<file path="config.mk">
export PLATFORM = sky130hd
export DESIGN_NAME = touch_report_deadband_filter
export DESIGN_NICKNAME = d
export VERILOG_FILES = /design/src/rtl/trdf_pkg.sv /design/src/rtl/trdf_csr.sv /design/src/rtl/trdf_coord.sv /design/src/rtl/touch_report_deadband_filter.sv
export SDC_FILE = /design/constraint.sdc
export NUM_CORES = 1
export LEC_CHECK = 0
export BUFFER_PORTS_ARGS = -buffer_cell sky130_fd_sc_hd__buf_2
export CAP_MARGIN = 20
export CORE_ASPECT_RATIO = 1.25
export CORE_MARGIN = 2
export CORE_UTILIZATION = 57
export CTS_BUF_LIST = sky130_fd_sc_hd__clkbuf_8
export CTS_CLUSTER_SIZE = 40
export DETAILED_ROUTE_END_ITERATION = 8
export GPL_TIMING_DRIVEN = 0
export PLACE_DENSITY = 0.8
export SYNTH_ARGS = -nofsm -noshare
export SYNTH_HDL_FRONTEND = slang
export SYNTH_SLANG_ARGS = --single-unit
</file>
<file path="constraint.sdc">
create_clock -name clock -period 12 [get_ports clock]
set_clock_uncertainty 0.15 [all_clocks]
set_input_delay 0.6 -clock clock [delete_from_list [all_inputs] [get_ports clock]]
set_output_delay 0.6 -clock clock [all_outputs]
set_load 0.005 [all_outputs]
</file>
<file path="src/rtl/trdf_pkg.sv">
package trdf_pkg;

   // result kinds
   typedef enum logic [1:0] {
      KIND_POS     = 2'd0,
      KIND_UP      = 2'd1,
      KIND_KEYDOWN = 2'd2,
      KIND_KEYUP   = 2'd3
   } kind_type;

   // request kinds
   typedef enum logic {
      REQ_REPORT = 1'b0,
      REQ_TICK   = 1'b1
   } req_kind_type;

   // key currently held down
   typedef enum logic [1:0] {
      HELD_NONE = 2'd0,
      HELD_MENU = 2'd1,
      HELD_BACK = 2'd2
   } held_type;

   localparam logic KEYID_MENU = 1'b0;
   localparam logic KEYID_BACK = 1'b1;

   // register indexes
   localparam logic [2:0] CSR_DEAD_X      = 3'd0;
   localparam logic [2:0] CSR_DEAD_Y      = 3'd1;
   localparam logic [2:0] CSR_SPAN_X      = 3'd2;
   localparam logic [2:0] CSR_SPAN_Y      = 3'd3;
   localparam logic [2:0] CSR_PENUP_TICKS = 3'd4;

   localparam logic [7:0]  DEAD_X_RST      = 8'd15;
   localparam logic [7:0]  DEAD_Y_RST      = 8'd15;
   localparam logic [11:0] SPAN_X_RST      = 12'd1814;
   localparam logic [11:0] SPAN_Y_RST      = 12'd3024;
   localparam logic [15:0] PENUP_TICKS_RST = 16'd100;

   // floor(v / 3) == (v * 2731) >> 13 for any 12-bit v
   localparam logic [11:0] DIV3_MUL   = 12'd2731;
   localparam int          DIV3_SHIFT = 13;

   typedef struct packed {
      logic [7:0]  dead_x;
      logic [7:0]  dead_y;
      logic [11:0] span_x;
      logic [11:0] span_y;
      logic [15:0] penup_ticks;
   } cfg_type;

endpackage

</file>
<file path="src/rtl/trdf_csr.sv">
module trdf_csr
   import trdf_pkg::*;
(
   input  logic        clock,
   input  logic        reset,
   input  logic        wr_en,
   input  logic [2:0]  wr_index,
   input  logic [15:0] wr_data,
   output cfg_type     cfg
);

   cfg_type cfg_ff;

   always_ff @(posedge clock) begin
      if (reset) begin
         cfg_ff.dead_x      <= DEAD_X_RST;
         cfg_ff.dead_y      <= DEAD_Y_RST;
         cfg_ff.span_x      <= SPAN_X_RST;
         cfg_ff.span_y      <= SPAN_Y_RST;
         cfg_ff.penup_ticks <= PENUP_TICKS_RST;
      end else if (wr_en) begin
         unique case (wr_index)
            CSR_DEAD_X:      cfg_ff.dead_x      <= wr_data[7:0];
            CSR_DEAD_Y:      cfg_ff.dead_y      <= wr_data[7:0];
            CSR_SPAN_X:      cfg_ff.span_x      <= wr_data[11:0];
            CSR_SPAN_Y:      cfg_ff.span_y      <= wr_data[11:0];
            CSR_PENUP_TICKS: cfg_ff.penup_ticks <= wr_data;
            default: ;  // unknown index, dropped
         endcase
      end
   end

   assign cfg = cfg_ff;

endmodule

</file>
<file path="src/rtl/trdf_coord.sv">
module trdf_coord
   import trdf_pkg::*;
(
   input  logic [7:0]  x_high,
   input  logic [7:0]  y_high,
   input  logic [7:0]  xy_low,
   input  logic [11:0] span_x,
   input  logic [11:0] span_y,
   output logic [10:0] pos_x,
   output logic [10:0] pos_y
);

   logic [11:0] raw_x;
   logic [11:0] raw_y;
   logic [11:0] mir_x;
   logic [11:0] mir_y;
   logic [23:0] prod_y;

   assign raw_x = {x_high, xy_low[3:0]};
   assign raw_y = {y_high, xy_low[7:4]};

   // mirror; a raw value past the span pins to zero
   assign mir_x = (raw_x > span_x) ? 12'd0 : span_x - raw_x;
   assign mir_y = (raw_y > span_y) ? 12'd0 : span_y - raw_y;

   assign pos_x  = mir_x[11:1];
   assign prod_y = mir_y * DIV3_MUL;
   assign pos_y  = prod_y[DIV3_SHIFT +: 11];

endmodule

</file>
<file path="src/rtl/touch_report_deadband_filter.sv">
// Touch report deadband filter. Each request is a controller report
// (req_tuser = 0) or a timer tick (req_tuser = 1) and yields zero or one
// result: a position with the finger down, a touch release, a key press or a
// key release. Key handling takes precedence over finger data; a finger
// report only yields a position on the first point of a touch or when it
// moves at least the deadband on one axis from the last reported point.
// Finger reports re-arm a pen-up countdown of penup_ticks ticks; on expiry a
// release is sent. One request is taken per clock while the result slot is
// free: a request waits in the input register, is decoded against the filter
// state in a single pass and, if it yields a result, lands in the result
// register, which drives rsp_tvalid. Only a stalled result (rsp_tready low)
// holds the input side.
// Configuration writes are taken in every cycle and must be issued only while
// no request is in flight.
module touch_report_deadband_filter
   import trdf_pkg::*;
(
   input  logic        clock,
   input  logic        reset,
   // request channel
   input  logic        req_tvalid,
   output logic        req_tready,
   input  logic [39:0] req_tdata,   // key_status, finger_state, x_high, y_high, xy_low
   input  logic        req_tuser,   // req_type
   // result channel
   output logic        rsp_tvalid,
   input  logic        rsp_tready,
   output logic [23:0] rsp_tdata,   // pos_x, pos_y, key_id, zero pad
   output logic [1:0]  rsp_tuser,   // event_kind
   // configuration writes
   input  logic        csr_valid,
   output logic        csr_ready,
   input  logic [2:0]  csr_index,
   input  logic [15:0] csr_data
);

   cfg_type cfg;

   // input register
   logic         in_vld_ff;
   req_kind_type in_kind_ff;
   logic [39:0]  in_data_ff;

   // filter state
   held_type    held_ff,     held_in;
   logic        touching_ff, touching_in;
   logic        armed_ff,    armed_in;
   logic [15:0] ticks_ff,    ticks_in;
   logic [10:0] ref_x_ff,    ref_x_in;
   logic [10:0] ref_y_ff,    ref_y_in;

   // result register
   logic        out_vld_ff,  out_vld_in;
   kind_type    out_kind_ff, out_kind_in;
   logic [10:0] out_x_ff,    out_x_in;
   logic [10:0] out_y_ff,    out_y_in;
   logic        out_key_ff,  out_key_in;

   logic        out_free;
   logic        advance;
   logic [7:0]  key_status;
   logic [7:0]  finger_state;
   logic [10:0] pos_x;
   logic [10:0] pos_y;
   logic [10:0] diff_x;
   logic [10:0] diff_y;
   logic        still;

   assign csr_ready = 1'b1;

   trdf_csr u_csr (
      .clock    (clock),
      .reset    (reset),
      .wr_en    (csr_valid),
      .wr_index (csr_index),
      .wr_data  (csr_data),
      .cfg      (cfg)
   );

   assign key_status   = in_data_ff[7:0];
   assign finger_state = in_data_ff[15:8];

   trdf_coord u_coord (
      .x_high (in_data_ff[23:16]),
      .y_high (in_data_ff[31:24]),
      .xy_low (in_data_ff[39:32]),
      .span_x (cfg.span_x),
      .span_y (cfg.span_y),
      .pos_x  (pos_x),
      .pos_y  (pos_y)
   );

   // handshake: the held request moves on once the result slot is free
   assign out_free   = !out_vld_ff || rsp_tready;
   assign advance    = in_vld_ff && out_free;
   assign req_tready = !in_vld_ff || out_free;

   assign diff_x = (pos_x >= ref_x_ff) ? pos_x - ref_x_ff : ref_x_ff - pos_x;
   assign diff_y = (pos_y >= ref_y_ff) ? pos_y - ref_y_ff : ref_y_ff - pos_y;
   // inside the deadband on both axes
   assign still  = (diff_x < {3'd0, cfg.dead_x}) && (diff_y < {3'd0, cfg.dead_y});

   always_comb begin
      held_in     = held_ff;
      touching_in = touching_ff;
      armed_in    = armed_ff;
      ticks_in    = ticks_ff;
      ref_x_in    = ref_x_ff;
      ref_y_in    = ref_y_ff;
      out_vld_in  = out_vld_ff && !rsp_tready;
      out_kind_in = out_kind_ff;
      out_x_in    = out_x_ff;
      out_y_in    = out_y_ff;
      out_key_in  = out_key_ff;

      if (advance) begin
         out_kind_in = KIND_POS;
         out_x_in    = 11'd0;
         out_y_in    = 11'd0;
         out_key_in  = KEYID_MENU;
         if (in_kind_ff == REQ_TICK) begin
            if (armed_ff) begin
               if (ticks_ff > 16'd1) begin
                  ticks_in = ticks_ff - 16'd1;
               end else begin
                  // pen-up timeout
                  ticks_in    = 16'd0;
                  armed_in    = 1'b0;
                  touching_in = 1'b0;
                  out_vld_in  = 1'b1;
                  out_kind_in = KIND_UP;
               end
            end
         end else begin
            priority if (held_ff != HELD_NONE && key_status == 8'd0) begin
               held_in     = HELD_NONE;
               out_vld_in  = 1'b1;
               out_kind_in = KIND_KEYUP;
               out_key_in  = (held_ff == HELD_BACK) ? KEYID_BACK : KEYID_MENU;
            end else if (key_status[1]) begin
               held_in     = HELD_MENU;
               out_vld_in  = 1'b1;
               out_kind_in = KIND_KEYDOWN;
               out_key_in  = KEYID_MENU;
            end else if (key_status[0]) begin
               held_in     = HELD_BACK;
               out_vld_in  = 1'b1;
               out_kind_in = KIND_KEYDOWN;
               out_key_in  = KEYID_BACK;
            end else if (finger_state != 8'd0) begin
               armed_in = 1'b1;
               ticks_in = cfg.penup_ticks;
               // first point of a touch always goes out
               if (!touching_ff || !still) begin
                  touching_in = 1'b1;
                  ref_x_in    = pos_x;
                  ref_y_in    = pos_y;
                  out_vld_in  = 1'b1;
                  out_x_in    = pos_x;
                  out_y_in    = pos_y;
               end
            end else begin
               // no key change and no finger data
            end
         end
      end
   end

   always_ff @(posedge clock) begin
      if (reset) begin
         in_vld_ff   <= 1'b0;
         out_vld_ff  <= 1'b0;
         held_ff     <= HELD_NONE;
         touching_ff <= 1'b0;
         armed_ff    <= 1'b0;
         ticks_ff    <= 16'd0;
         ref_x_ff    <= 11'd0;
         ref_y_ff    <= 11'd0;
      end else begin
         if (req_tready) begin
            in_vld_ff <= req_tvalid;
         end
         out_vld_ff  <= out_vld_in;
         held_ff     <= held_in;
         touching_ff <= touching_in;
         armed_ff    <= armed_in;
         ticks_ff    <= ticks_in;
         ref_x_ff    <= ref_x_in;
         ref_y_ff    <= ref_y_in;
      end
   end

   // payload registers
   always_ff @(posedge clock) begin
      if (req_tready && req_tvalid) begin
         in_kind_ff <= req_kind_type'(req_tuser);
         in_data_ff <= req_tdata;
      end
      out_kind_ff <= out_kind_in;
      out_x_ff    <= out_x_in;
      out_y_ff    <= out_y_in;
      out_key_ff  <= out_key_in;
   end

   assign rsp_tvalid = out_vld_ff;
   assign rsp_tuser  = out_kind_ff;
   assign rsp_tdata  = {1'b0, out_key_ff, out_y_ff, out_x_ff};

   // the countdown runs exactly while a touch is active
   a_armed_touch: assert property (@(posedge clock) disable iff (reset)
      armed_ff == touching_ff)
      else $error("pen-up timer and touch state disagree");

   // a pending position result always belongs to an active touch
   a_pos_touch: assert property (@(posedge clock) disable iff (reset)
      (out_vld_ff && out_kind_ff == KIND_POS) |-> touching_ff)
      else $error("position result without an active touch");

   // expiring tick ends the touch and reports a release
   a_expiry: assert property (@(posedge clock) disable iff (reset)
      (advance && in_kind_ff == REQ_TICK && armed_ff && ticks_ff <= 16'd1)
      |=> (!touching_ff && out_vld_ff && out_kind_ff == KIND_UP))
      else $error("pen-up expiry mishandled");

   // state frozen while a result is stalled
   a_hold: assert property (@(posedge clock) disable iff (reset)
      (out_vld_ff && !rsp_tready) |=> ($stable(held_ff) && $stable(ticks_ff)
                                       && $stable(ref_x_ff) && $stable(ref_y_ff)))
      else $error("filter state moved under a stalled result");

endmodule

</file>
Yosys cells after proc, flatten, opt, wreduce, memory -nomap -nowiden
Cells that the tools add are included.

Register bits after elaboration: 166. Input bits: 65. Word-level logic and storage cells: 129.

Add/subtract/negate cells: 7. Multipliers: 1. $lt $le $gt $ge: 7. Eq/ne operators: 10. Muxes and demuxes: 48. Bitwise logic cells: 6. Reductions and logical operators: 31.

Operator list (count): $mux 16 (7); $sub 11x11->11 (4); $mux 1 (30); $gt 12x12->1 (2); $mul 12x12->24 const B (1); $mux 12 (2); $sub 12x12->12 (2); $ge 11x11->1 (2); $lt 11x8->1 (2); $mux 11 (2); $gt 16x1->1 const B (1); $sub 16x1->16 const B (1); $mux 2 (7); $reduce_and 2->1 (5); $logic_not 8->1 (1); $ne 2x2->1 const B (4); $reduce_and 8->1 (1); $reduce_bool 8->1 (1); $reduce_and 7->1 (1); $eq 3x2->1 const B (2); $not 1->1 (6); $reduce_and 6->1 (1); $reduce_bool 2->1 (3); $reduce_or 6->1 (1); other kinds (11) (21).

Longest topological paths before layout
Depth after elaboration: 16. Depth in mapped cells: 54. Gate-level depth less buffers: 49.

Hierarchy
Synthesis repeated with hierarchy kept, for this count alone.

Cells, all modules: 1408. Area, all modules: 13088.8 µm².

By module, submodules not included: touch_report_deadband_filter (times used 1, cells an instance 759, area an instance 7169.4 µm², sequential area each 2862.7 µm²); trdf_coord (times used 1, cells an instance 429, area an instance 3643.5 µm², sequential area each 0.0 µm²); trdf_csr (times used 1, cells an instance 220, area an instance 2275.9 µm², sequential area each 1121.1 µm²).

Worst setup path after synthesis
No wires, ideal clock.

Path type: flip-flop to flip-flop. From: register in_data_ff[36]. To: register out_x_ff[1] (data pin). Setup time: 0.272 ns. Data arrival time: 10.752 ns. Required time: 11.578 ns. Path slack: 0.826 ns. Cell stages (with the launch flop): 52. Cell sequence: edfxtp_1 > ha_1 > fa_1 > nor2b_1 > o31a_1 > o21ai_0 > nand2_1 > and2_1 > o21ai_0 > nor2b_1 > clkbuf_1 > nor3_1 > ha_1 > ha_1 > xor2_1 > fa_1 > inv_1 > fa_1 > (+16 left out) > a31o_2 > buf_2 > mux2i_1 > inv_1 > o21ai_0 > a221oi_1 > xnor2_1 > ha_1 > a21o_1 > a211oi_1 > o21ai_0 > o211ai_1 > nand4_1 > or4_4 > a22o_2 > nand3_1 > buf_2 > nor2_1.

Longest elaborated chain between the ends: 11. Elaborated cells on any way between the ends: 14. Those cells by class: 3 x add/sub; 1 x mul; 3 x order compare; 2 x mux; 1 x bitwise; 4 x reduce/logical.

RTL lines: start, declared (line touch_report_deadband_filter.sv:42) `logic [39:0] in_data_ff;`; start signal, assigned (line touch_report_deadband_filter.sv:197) `in_data_ff <= req_tdata;`; $sub 12x12->12 or $gt 12x12->1 (tied branches) (line trdf_coord.sv:24) `assign mir_y = (raw_y > span_y) ? 12'd0 : span_y - raw_y;`; $mux 12 * (line trdf_coord.sv:24); $mul 12x12->24 * (line trdf_coord.sv:27) `assign prod_y = mir_y * DIV3_MUL;`; named net pos_y[7] (line touch_report_deadband_filter.sv:64) `logic [10:0] pos_y;`; $sub 11x11->11 or $ge 11x11->1 (tied branches) (line touch_report_deadband_filter.sv:99) `assign diff_y = (pos_y >= ref_y_ff) ? pos_y - ref_y_ff : ref_y_ff - pos_y;`; $mux 11 * (line touch_report_deadband_filter.sv:99); $lt 11x8->1 * (line touch_report_deadband_filter.sv:101) `assign still = (diff_x < {3'd0, cfg.dead_x}) && (diff_y < {3'd0, cfg.dead_y});`; $logic_and 1x1->1 * (line touch_report_deadband_filter.sv:101); $logic_not 1->1 * (line touch_report_deadband_filter.sv:154) `if (!touching_ff || !still) begin`; $logic_or 1x1->1 * (line touch_report_deadband_filter.sv:154); $not 1->1 (no source line) *; $reduce_or 6->1 (no source line) *; end signal, assigned (line touch_report_deadband_filter.sv:200) `out_x_ff <= out_x_in;`; end, declared (line touch_report_deadband_filter.sv:55) `logic [10:0] out_x_ff, out_x_in;`.

The timed path passes the listed nets; every way through them passes the cells marked *. A chain may end at the register's enable or synchronous reset.

Worst setup path after layout
From: register, netlist name u_csr.cfg[16]. To: register out_y_ff[0] (data pin).

Longest elaborated chain between the ends: 11. Elaborated cells on any way between the ends: 14. Those cells by class: 3 x add/sub; 1 x mul; 3 x order compare; 2 x mux; 1 x bitwise; 4 x reduce/logical.

RTL lines: $sub 12x12->12 or $gt 12x12->1 (tied branches) (line trdf_coord.sv:24); $mux 12 * (line trdf_coord.sv:24); $mul 12x12->24 * (line trdf_coord.sv:27); named net pos_y[8] (line touch_report_deadband_filter.sv:64); $sub 11x11->11 or $ge 11x11->1 (tied branches) (line touch_report_deadband_filter.sv:99); $mux 11 * (line touch_report_deadband_filter.sv:99); $lt 11x8->1 * (line touch_report_deadband_filter.sv:101); $logic_and 1x1->1 * (line touch_report_deadband_filter.sv:101); $logic_not 1->1 * (line touch_report_deadband_filter.sv:154); $logic_or 1x1->1 * (line touch_report_deadband_filter.sv:154); $not 1->1 (no source line) *; $reduce_or 6->1 (no source line) *; end signal, assigned (line touch_report_deadband_filter.sv:201) `out_y_ff <= out_y_in;`; end, declared (line touch_report_deadband_filter.sv:56) `logic [10:0] out_y_ff, out_y_in;`.

Marks and branches as above.

==> parameters.txt <==
Parameter                              Value

Routing
  Wire length after detailed routing ... 31860 um
  Vias per std cell ... 5.795
  DR pass1 iterations ... 5
  Wire length per cell after detailed routing ... 17.00 um
  Number of antenna-violating nets in the routed design ... 0
  Vias post-DR ... around 11000
  Count of routing violations after the opening detailed-route iteration ... 668
  Post-detailed-route DRC marker count ... 0

STA
  Headroom to the max-slew limit ... 38.25%
  Minimum clock period after layout ... 11.56 ns
  Period utilisation layout ... 96.34%
  Hold Vio Cnt, Final ... 0
  Smallest setup slack after layout ... 0.4392 ns
  Transition time at the pin with the least slew margin ... 0.9262 ns
  Unrepaired setup endpoints after global routing ... true
  Setup-violating endpoint count in the final report ... 0
  Achievable frequency ... approximately 86 MHz
  Total count of max-transition violations in the final report ... 0
  Sum of negative setup slack ... 0 ns

Die
  Area of the core region ... 0.02170 mm2
  Floorplan die area ... 0.02342 mm2
  Horizontal die dimension ... 137.3 um
  Cell row count ... 60
  I/O pin total ... 94
  Height of the chip ... around 170 um
  Initial standard-cell utilization of the core ... between 50% and 60%

Yosys
  Net count after synthesis ... approximately 1700
  Synthesis Warnings ... 0
  Synth cell types ... 79
  Cell accounting for the most synthesized area ... sky130_fd_sc_hd__dfxtp_1
  EDFF count, synth ... 66
  Fraction of the yosys area taken by sequential cells ... about a third
  Flip-flop and latch count after synthesis ... 166
  Mean Syn Cell Area ... 8.741 um2
  Post-Syn Area ... 0.01266 mm2
  Most area-consuming cells after synthesis ... sky130_fd_sc_hd__dfxtp_1 (16%), sky130_fd_sc_hd__ha_1 (16%), sky130_fd_sc_hd__edfxtp_1 (16%)
  FFs w/ async S/R, synth ... 0%
  Primary FF master, synth ... sky130_fd_sc_hd__dfxtp_1
  Area share of the largest cell type after synthesis ... 15.82%
  Cells after synthesis ... 1448

Global route
  Total congestion overflow after global routing ... 0
  Total Routing Usage GR ... 27.54%
  Wire length of the first global-routing pass ... between 50000 and 60000 um
  Initial antenna violation count ... 0
  Pin count of the biggest net entering global routing ... 30
  Via count of the first global-routing pass ... 10620

Placed design
  Estimated wirelength of the detail-placed design ... 24330 um
  Final GP Congestion ... 0.9347
  Placed Area ... 0.01349 mm2
  Worst-case setup slack after placement ... -1.152 ns
  I/O Buffers ... 90

CTS
  CTS tree ... yes
  Number of buffers inserted by hold repair at cts ... 0
  Root buffer selected by CTS ... sky130_fd_sc_hd__clkbuf_8
  Clock slew at the register clock pins of the worst setup and hold paths ... 0.11 ns
  Clock latency at the later pin of the worst-skew pair ... 0.48 ns
  Number of H-tree branching levels ... 4
  Max Buffers Root-to-Sink ... 2
  TritonCTS buffer count ... 17
  CTS sink count ... 166

Critical path
  CP required ... 12.07 ns
  CP Launch Type ... flip-flop
  Reg2reg start ... u_csr.cfg[16]
  Cell count of the worst reg-to-reg path ... a little under 50
  Max stage delay on crit path ... 0.56 ns
  Register-to-register path setup slack ... 0.44 ns
  Endpoint kind of the worst setup timing path ... flip-flop
  Crit path top cell by count ... sky130_fd_sc_hd__ha_1
  Critical-path cell with the highest stage delay ... sky130_fd_sc_hd__or4_4
  Reg-to-reg critical path endpoint ... out_y_ff[0]
  Critical path peak fanout ... 10
  Kind of critical path ... reg -> reg
  CP Data Arrival Time ... 11.63 ns

Power and ir drop
  Leakage power ... 6.524 nW
  Fraction of power spent switching nets ... 48.17%
  Cell-internal power ... ~0.0020 W
  Cell Pwr Density ... 272.9 mW/mm2
  Proportion of power drawn by flip-flops and latches ... 15.9%
  Switching power ... around 0.0019 W
  Part of the power in combinational logic ... 73.2%
  Peak supply drop ... between 0.0002 and 0.0003 V
  Part of the power in the clock network ... 10.9%

Hold path
  Hold path cells ... 1
  Worst Hold Class ... in -> reg
  Hold Crit Endpoint ... in_kind_ff
  Startpoint of the most critical hold path ... req_tuser

Finish
  Combined area of the multi-input logic cells ... 0.007961 mm2
  Area Overhead vs Synth ... 13.97%
  Post-route cell area ... 0.01443 mm2
  Layout net count ... between 1500 and 2000
  Register area ... about 0.004 mm2
  Fraction of final layout cells with drive strength greater than 1 ... roughly 14%
  Count of fill cells added during filler insertion ... 1709

Status
  Run status ... completed

Flow run
  Max-capacitance violation count ... 0
## cell type report
class                           instances  share of cell area [%]
Sequential cell                       166                   27.62
Tap cell                              279                   2.420
Inverter                              199                   5.178
Antenna cell                            1                 0.01735
Clock inverter                         14                   1.223
Clock buffer                           18                   1.717
Timing Repair Buffer                  118                   4.788
Buffer                                 47                   1.848
Multi-Input combinational cell       1032                   55.19
## state kept, by name, summed over array words and instances (netlist names)
register     count
u_csr.cfg       56
in_data_ff      40
ticks_ff        16
out_x_ff        11
out_y_ff        11
ref_x_ff        11
ref_y_ff        11
held_ff          2
rsp_tuser        2
armed_ff         1
in_kind_ff       1
in_vld_ff        1
out_key_ff       1
rsp_tvalid       1
touching_ff      1
## stage by stage
step           std cells  total power [W]  utilization (%)  hold WS [ns]
2_1_floorplan       1448         0.002525                -        0.2812
3_3_place_gp        1817         0.003027            62.02        0.2931
3_5_place_dp        1819         0.003070            62.19        0.2963
4_1_cts             1856         0.003607            65.02        0.1247
5_1_grt             1873         0.004299            66.48        0.1255
6_report            1874         0.003937            66.49        0.1334
## cells in the mapped netlist, types with 8 or more instances
cell,n
sky130_fd_sc_hd__inv_1,199
sky130_fd_sc_hd__ha_1,160
sky130_fd_sc_hd__nand2_1,157
sky130_fd_sc_hd__nor2_1,104
sky130_fd_sc_hd__dfxtp_1,100
sky130_fd_sc_hd__a21oi_1,92
sky130_fd_sc_hd__o21ai_0,71
sky130_fd_sc_hd__edfxtp_1,66
sky130_fd_sc_hd__nand3_1,52
sky130_fd_sc_hd__fa_1,45
sky130_fd_sc_hd__nor3_1,26
sky130_fd_sc_hd__clkbuf_1,25
sky130_fd_sc_hd__xor2_1,22
sky130_fd_sc_hd__xnor2_1,21
sky130_fd_sc_hd__a21o_1,18
sky130_fd_sc_hd__a211oi_1,17
sky130_fd_sc_hd__mux2i_1,15
sky130_fd_sc_hd__nand2b_1,15
sky130_fd_sc_hd__and2_1,13
sky130_fd_sc_hd__o211ai_1,13
sky130_fd_sc_hd__o21a_1,13
sky130_fd_sc_hd__nor2b_1,12
sky130_fd_sc_hd__nor4_1,12
sky130_fd_sc_hd__a31oi_1,10
sky130_fd_sc_hd__and3_1,10
sky130_fd_sc_hd__o31ai_1,9
sky130_fd_sc_hd__a22oi_1,8
sky130_fd_sc_hd__buf_1,8
sky130_fd_sc_hd__or4_1,8
## worst max path at each step
stage	start	endpoint	cells after the start
after floorplan	in_data_ff[36]	out_x_ff[1]	51
after global placement	u_csr.cfg[16]	out_x_ff[1]	53
after global routing	in_data_ff[25]	out_x_ff[1]	49
after CTS	u_csr.cfg[16]	out_y_ff[0]	51
after detailed placement	u_csr.cfg[16]	out_y_ff[0]	53
final	u_csr.cfg[16]	out_y_ff[0]	49
## critical path, delay by kind of cell, from the launching register on
family	cells	cell delay [ns]
compound gates	19	3.75
fa+ha+maj	10	3.71
simple gates	11	2.14
buf+inv	7	0.78
flops	1	0.34
mux	1	0.28
xor+xnor	1	0.17
## routing by layer
metal,vias to the layer above,wire [um],GRT usage [%]
li1,5304,-,-
met4,0,1102,12.19
met2,339,16160,48.15
met3,76,1695,3.674
met1,5141,12900,33.57
met5,-,0,0
## logic make-up (layout without fill, tap and decap cells)
family | count (synthesis) | in the layout | share of synthesized area, %
xor+xnor | 43 | 43 | 2.975
simple gates | 437 | 437 | 16.08
other cells | 2 | 3 | 0.05933
mux | 21 | 21 | 1.720
flops | 166 | 166 | 31.47
buf+inv | 250 | 396 | 8.076
compound gates | 324 | 324 | 16.68
fa+ha+maj | 205 | 205 | 22.93
## repair_timing
action / 4_1_cts / 5_1_grt
resized for setup: 30 / 37
hold endpoints to repair: 0 / 0
pin swaps: 5 / 8
buffers inserted: 6 / 19
setup endpoints to repair: 46 / 46
## layout by cell type (no fill, tap or decap), types with 8 or more instances in the layout
cell / netlist / layout
sky130_fd_sc_hd__nor2b_1: 12 / 9
sky130_fd_sc_hd__o211ai_1: 13 / 13
sky130_fd_sc_hd__fa_1: 45 / 45
sky130_fd_sc_hd__nand3_1: 52 / 50
sky130_fd_sc_hd__and3_1: 10 / 10
sky130_fd_sc_hd__nand2_1: 157 / 156
sky130_fd_sc_hd__nor2_1: 104 / 101
sky130_fd_sc_hd__clkbuf_1: 25 / 22
sky130_fd_sc_hd__inv_1: 199 / 199
sky130_fd_sc_hd__a22oi_1: 8 / 8
sky130_fd_sc_hd__xor2_1: 22 / 18
sky130_fd_sc_hd__o21ai_0: 71 / 66
sky130_fd_sc_hd__buf_2: 5 / 92
sky130_fd_sc_hd__nor3_1: 26 / 22
sky130_fd_sc_hd__edfxtp_1: 66 / 66
sky130_fd_sc_hd__a31oi_1: 10 / 10
sky130_fd_sc_hd__o21ai_1: 4 / 9
sky130_fd_sc_hd__dfxtp_1: 100 / 100
sky130_fd_sc_hd__ha_1: 160 / 155
sky130_fd_sc_hd__nand2b_1: 15 / 15
sky130_fd_sc_hd__and2_1: 13 / 12
sky130_fd_sc_hd__a21oi_1: 92 / 89
sky130_fd_sc_hd__a21o_1: 18 / 18
sky130_fd_sc_hd__or4_1: 8 / 8
sky130_fd_sc_hd__xnor2_1: 21 / 19
sky130_fd_sc_hd__buf_1: 8 / 8
sky130_fd_sc_hd__clkbuf_8: 1 / 19
sky130_fd_sc_hd__a211oi_1: 17 / 15
sky130_fd_sc_hd__nor4_1: 12 / 12
sky130_fd_sc_hd__o21a_1: 13 / 13
sky130_fd_sc_hd__o31ai_1: 9 / 8
sky130_fd_sc_hd__buf_4: 4 / 30
sky130_fd_sc_hd__mux2i_1: 15 / 13
## power by group through the flow
stage	logic, W	clock network [W]	registers [W]
floorplan	0.00189	0	0.000637
detailed placement	0.00243	0	0.000639
global placement	0.00239	0	0.000638
finish	0.00288	0.000428	0.000626
CTS	0.00255	0.000430	0.000626
global route	0.00322	0.000451	0.000628
Note: power is estimated with default switching activity, not from simulation.
